<file path="config.mk">
export PLATFORM = sky130hd
export DESIGN_NAME = gtq_front
export DESIGN_NICKNAME = d
export VERILOG_FILES = /design/src/rtl/gtq_pkg.sv /design/src/rtl/gtq_front.sv
export SDC_FILE = /design/constraint.sdc
export NUM_CORES = 1
export LEC_CHECK = 0
export ABC_AREA = 1
export BUFFER_PORTS_ARGS = -buffer_cell sky130_fd_sc_hd__clkbuf_2
export CORE_MARGIN = 3
export CORE_UTILIZATION = 46
export CTS_CLUSTER_DIAMETER = 40
export DETAILED_ROUTE_END_ITERATION = 10
export PLACE_DENSITY = 0.71
export SETUP_SLACK_MARGIN = 0.2
export SYNTH_ARGS = -nofsm -noshare
export SYNTH_HDL_FRONTEND = slang
export SYNTH_SLANG_ARGS = --single-unit
</file>
<file path="constraint.sdc">
create_clock -name clock -period 1.6 [get_ports clock]
set_input_delay 0.08 -clock clock [delete_from_list [all_inputs] [get_ports clock]]
set_output_delay 0.08 -clock clock [all_outputs]
set_load 0.05 [all_outputs]
</file>
<file path="src/rtl/gtq_pkg.sv">
// gtq_pkg: shared types and constants of the grouped team queue.
// Used by gtq_front, gtq_back and grouped_team_queue; depends on nothing.
`default_nettype none
package gtq_pkg;

   localparam int ELEMENT_SPACE_DEF = 1024;
   localparam int TEAMS_DEF = 16;
   localparam int NODES_DEF = 256;
   localparam int FRONT_DEPTH = 2;

   typedef enum logic [1:0] {
      KIND_ASSIGN  = 2'd0,
      KIND_ENQUEUE = 2'd1,
      KIND_DEQUEUE = 2'd2,
      KIND_CLEAR   = 2'd3
   } kind_type;

   localparam logic [1:0] STATUS_OK       = 2'd0;
   localparam logic [1:0] STATUS_UNMAPPED = 2'd1;
   localparam logic [1:0] STATUS_EMPTY    = 2'd2;
   localparam logic [1:0] STATUS_FULL     = 2'd3;

   typedef struct packed {
      kind_type    kind;
      logic [9:0]  element;
      logic [3:0]  team;
   } item_type;

endpackage
`default_nettype wire

</file>
<file path="src/rtl/gtq_front.sv">
// gtq_front: accepts request beats, decodes the kind and queues items.
// Depends on gtq_pkg.
`default_nettype none
module gtq_front (
   input  wire logic              clock,
   input  wire logic              reset,
   input  wire logic              hold,
   input  wire logic              req_valid,
   output logic                   req_ready,
   input  wire logic [1:0]        req_kind,
   input  wire logic [9:0]        req_element,
   input  wire logic [3:0]        req_team,
   output logic                   item_valid,
   output gtq_pkg::item_type      item,
   input  wire logic              item_pop
);

   localparam int PW = $clog2(gtq_pkg::FRONT_DEPTH);

   gtq_pkg::item_type slot_ff [gtq_pkg::FRONT_DEPTH];
   logic [PW-1:0] wr_ptr_ff, wr_ptr_in, rd_ptr_ff, rd_ptr_in;
   logic [PW:0]   fill_ff, fill_in;
   logic          push;
   gtq_pkg::item_type incoming;

   always_comb begin
      incoming.kind    = gtq_pkg::kind_type'(req_kind);
      incoming.element = req_element;
      incoming.team    = req_team;
      req_ready  = !hold && (fill_ff != (PW+1)'(gtq_pkg::FRONT_DEPTH));
      push       = req_valid && req_ready;
      item_valid = fill_ff != '0;
      item       = slot_ff[rd_ptr_ff];
      wr_ptr_in  = wr_ptr_ff;
      rd_ptr_in  = rd_ptr_ff;
      if (push) begin
         wr_ptr_in = (wr_ptr_ff == PW'(gtq_pkg::FRONT_DEPTH - 1)) ? '0 : wr_ptr_ff + 1'b1;
      end
      if (item_pop) begin
         rd_ptr_in = (rd_ptr_ff == PW'(gtq_pkg::FRONT_DEPTH - 1)) ? '0 : rd_ptr_ff + 1'b1;
      end
      fill_in = fill_ff + (PW+1)'(push) - (PW+1)'(item_pop);
   end

   always_ff @(posedge clock) begin
      if (push) begin
         slot_ff[wr_ptr_ff] <= incoming;
      end
      if (reset) begin
         wr_ptr_ff <= '0;
         rd_ptr_ff <= '0;
         fill_ff   <= '0;
      end else begin
         wr_ptr_ff <= wr_ptr_in;
         rd_ptr_ff <= rd_ptr_in;
         fill_ff   <= fill_in;
      end
   end

endmodule
`default_nettype wire

</file>
Yosys cells after proc, flatten, opt, wreduce, memory -nomap -nowiden
Memory sizes are Yosys's and may differ from the RTL's. A register that Yosys moved wholly into a read port is not among the register bits.
Cells that the tools add are included.

storage, ports and cells
  register bits = 4
  RAM bits = 32
  memories = 1

memories
  name     words  width  rd ports  clocked after Yosys merged registers in  wr ports  line             source
  slot_ff  2      16     1         1                                        1         gtq_front.sv:20  gtq_pkg::item_type slot_ff [gtq_pkg::FRONT_DEPTH];

operators by class
  equality and inequality tests = 1
  add/sub/neg operators = 4
  mux-type cells = 6
  reductions and logical operators = 4

operators by type and width
  kind                 count
  $mux 1               6
  $add 1x1->1 const B  2
  $add 2x1->2          1
  $logic_and 1x1->1    2
  $ne 2x2->1 const B   1
  $reduce_bool 2->1    1
  $sub 2x1->2          1
  $logic_not 1->1      1

Logic depth before layout (Yosys ltp)
  depth after elaboration = 5
  mapped depth = 11

Worst setup path after synthesis
No wires, ideal clock.

  path kind = reg2reg
  start point = register fill_ff[0]
  end point = memory slot_ff[0][0] (netlist name) (enable)
  period minus slack after synthesis = 1635 ps
  data required time = 1212 ps
  slack = -35 ps
  cell stages (with the launch flop) = 5
  arrival = 1246 ps
  cells stage by stage = dfxtp_1 inv_1 nand2_1 nand3_1 nor2_1

between the ends
  longest elaborated chain between the ends = 5

ends and longest elaborated chain
  what                          line             source
  start: declaration            gtq_front.sv:22  logic [PW:0] fill_ff, fill_in;
  start signal: assignment      gtq_front.sv:56  fill_ff <= fill_in;
  $ne 2x2->1                    gtq_front.sv:30  req_ready = !hold && (fill_ff != (PW+1)'(gtq_pkg::FRONT_DEPTH));
  $logic_and 1x1->1             gtq_front.sv:30
  $logic_and 1x1->1             gtq_front.sv:31  push = req_valid && req_ready;
  $mux 1                        gtq_front.sv:46  if (push) begin
  $mux 1 (implied by the code)  gtq_front.sv:47  slot_ff[wr_ptr_ff] <= incoming;
  end: declaration              gtq_front.sv:20

No other way between the ends.

Worst setup path after layout
  start point = register fill_ff[0]
  end point = register fill_ff[1]

between the ends
  longest elaborated chain between the ends = 5

ends and longest elaborated chain
  what               line             source
  $ne 2x2->1         gtq_front.sv:30
  $logic_and 1x1->1  gtq_front.sv:30
  $logic_and 1x1->1  gtq_front.sv:31
  $add 2x1->2 *      gtq_front.sv:42  fill_in = fill_ff + (PW+1)'(push) - (PW+1)'(item_pop);
  $sub 2x1->2 *      gtq_front.sv:42

Mark *: on every way between the ends. The rest lies on a longest branch, timed or not.
A chain may end at the register's enable or synchronous reset.

==> results.yml <==
yosys:
  yosysTopAreaCell: "edfxtp_1"
  synthAdderAreaFrac: 0.0171
  synth.avg_cell_area_um2: 16.8
  synth_area_leaders: "edfxtp_1 (66%), mux2_4 (10%), dfxtp_1 (6.9%)"
  muxShareOfSynthArea: 0.149
  yosysTopAreaCellShare: 0.658
  synth-xor-area-share: 0.00600
  synth.net_count: 110
  ys_seq_elements: 37
  synthCells: 87
  yosys_warnings: 0
  synth_top_family_by_area: "multiplexers"
  syn_area_um2: 1460
  synth-simple-area-share: 0.0446
  ys_types: 14
  ys_seq_area_frac: 0.727
  synth-compound-area-share: 0.00686
placed_design:
  place_ws_ns: -0.0467
  gp_congestion: 0.701
  hpwl_mm: 1.77
  placed_cell_area_um2: 1710
  port_buffers: 38
setup_path:
  crit_start: "fill_ff[0]"
  cp.required_ns: 1.83
  cp_max_fo: 3
  path_class: "reg -> reg"
  end_kind: "flop"
  r2r-start: "fill_ff[0]"
  start_kind: "flop"
  arrival_ns: 1.67
power_and_ir_drop:
  pwr-share-seq: 0.480
  power_frac_clock: 0.258
  intPower_w: 0.00170
  p_leak_nw: 0.944
  switching_share: 0.275
  totalPowerFinal_w: 0.00235
  powerDensity_nw_per_um2: 1050
  ir_drop_v: 0.000907
  power_switching_w: 0.000646
  power_frac_comb: 0.262
grt:
  grt_pass1_wl_mm: 4.84
  grt_busiest_layer: "met2"
  antenna_found_initial: 0
  grt_use_met1: 0.177
  track_usage: 0.165
  first_global_vias: 1016
  met2_usage: 0.298
  grt_overflow: 0
  grt_max_degree: 17
  met3_usage: 0.0505
floorplanning:
  die_y_um: 62.3
  boundaryPins: 39
  initial_utilization: 0.503
  dieArea_um2: 3890
  core_area_um2: 2900
  rows: 19
  die_w_um: 62.3
layout:
  drive_gt1_frac: 0.535
  final_net_count: 178
  final_area_um2: 2240
  area_growth_syn_to_layout_pct: 53.6
  diodes: 0
  num-fill-cells: 167
sta:
  tightest_slew_ns: 0.279
  setup_tns_ns: 0
  maxSlewHeadroom: 0.815
  fin_skew_ns: 0.00937
  min_period_over_period: 0.899
  max_freq_mhz: 695
  fin_crit_ns: 1.44
  hold_viol_final: 0
  finalWorstSetupSlack_ns: 0.162
  slew_viol_final: 0
  setup_viol: 0
  grt_setup_unrepaired: "yes"
routing:
  ant_nets: 0
  vias: 911
  wl_mm: 2.92
  firstDrtPassIters: 4
  drc: 0
  wire_per_inst_um: 14.8
  vias_per_cell: 4.62
  drtIter0Drc: 30
clock_network:
  tritoncts: "yes"
  numCtsBuffers: 5
  cts-root-buf: "clkbuf_4"
  cts_sinks: 37
  cts_max_path_buffers: 2
  clk_latency_ns: 0.33
  clkSlewWorstSetupHoldPaths_ns: 0.09
  cts_max_level: 2
hold_path:
  hold_path.class: "in -> reg"
  hp-start: "item_pop"
outcome:
  outcome: "complete, no violations"
flow_run:
  maxCapViolations: 0
synthesized netlist by cell type:
| library cell | number |
|---|---|
| edfxtp_1 | 32 |
| inv_1 | 11 |
| mux2_4 | 10 |
| nand2_1 | 7 |
| mux2_2 | 6 |
| nor2_1 | 6 |
| dfxtp_1 | 5 |
| a21oi_1 | 2 |
| ha_1 | 2 |
| nand3_1 | 2 |
| buf_12 | 1 |
| buf_6 | 1 |
| nand4_1 | 1 |
| xnor2_1 | 1 |
cells in the final DEF, fill, tap and decap left out, drive strengths merged:
cell type / instances
a21oi: 2
buf: 19
bufinv: 1
clkbuf: 32
clkinv: 1
dfxtp: 5
dlygate4sd3: 17
edfxtp: 32
ha: 2
inv: 11
mux2: 16
nand2: 7
nand3: 2
nand4: 1
nor2: 6
xnor2: 1
layout make-up:
cell class / instances / area (um2) / share of cell area
multi-input cells: 37 / 410 / 0.183
repair buffers: 63 / 601 / 0.268
clock buffers: 5 / 37.5 / 0.0167
inverters: 11 / 41.3 / 0.0184
well taps: 42 / 52.6 / 0.0234
flip-flops and latches: 37 / 1070 / 0.475
clock inverters: 2 / 35.0 / 0.0156
power groups by stage:
stage,sequential (W),combinational (W),clock [W]
2_1_floorplan,0.00114,0.000335,0
3_3_place_gp,0.00114,0.000415,0
3_5_place_dp,0.00114,0.000425,0
4_1_cts,0.00113,0.000592,0.000621
5_1_grt,0.00113,0.000651,0.000667
6_report,0.00113,0.000616,0.000605
kinds of logic after synthesis:
kind of cell,after synthesis
multiplexers,16
AO/OA/AOI/OAI,2
flip-flops,37
XOR/XNOR,1
AND/OR/NAND/NOR,16
adder cells (fa/ha/maj),2
buffers and inverters,13
final timing paths:
kind / to / cells past startpoint / slack [ns]
worst max register to register: fill_ff[1] / 10 / 0.16
worst max-delay path: fill_ff[1] / 10 / 0.16
worst min register to register: flop / 2 / 0.56
worst min-delay path: flop / 3 / 0.1
worst max-delay path, cell delays in order, from the launching register on:
cell	delay (ns)
dfxtp_2	0.35
inv_2	0.06
nand2_4	0.07
nand3_4	0.08
ha_4	0.27
inv_2	0.04
ha_4	0.16
inv_2	0.06
nand2_2	0.07
a21oi_2	0.14
nor2_2	0.06
stage by stage:
step | instances | utilization | hold WS (ns)
finish | 197 | 0.774 | 0.0977
global route | 197 | 0.774 | 0.131
CTS | 197 | 0.767 | 0.0801
detailed placement | 170 | 0.590 | 0.273
global placement | 170 | 0.590 | 0.270
floorplan | 87 | - | 0.151
state kept, by name (all words and copies together) (netlist names), named ones only:
signal / flops
fill_ff: 2
wr_ptr_ff: 1
slot_ff: 32
rd_ptr_ff: 1
layer usage:
| layer | routed length [um] | vias up |
|---|---|---|
| met2 | 1610 | 26 |
| met4 | 32 | 0 |
| li1 | - | 444 |
| met1 | 1150 | 436 |
| met3 | 123 | 5 |
| met5 | 0 | - |
what timing repair did:
item                       in CTS  in global routing
hold endpoints to repair       35                  0
setup buffers                   2                  0
pin swaps                       7                  1
gates resized for setup        59                 13
setup endpoints to repair      25                 18
cloned                          1                  0
hold buffers                   17                  0
(Power assumes the default switching activity.)
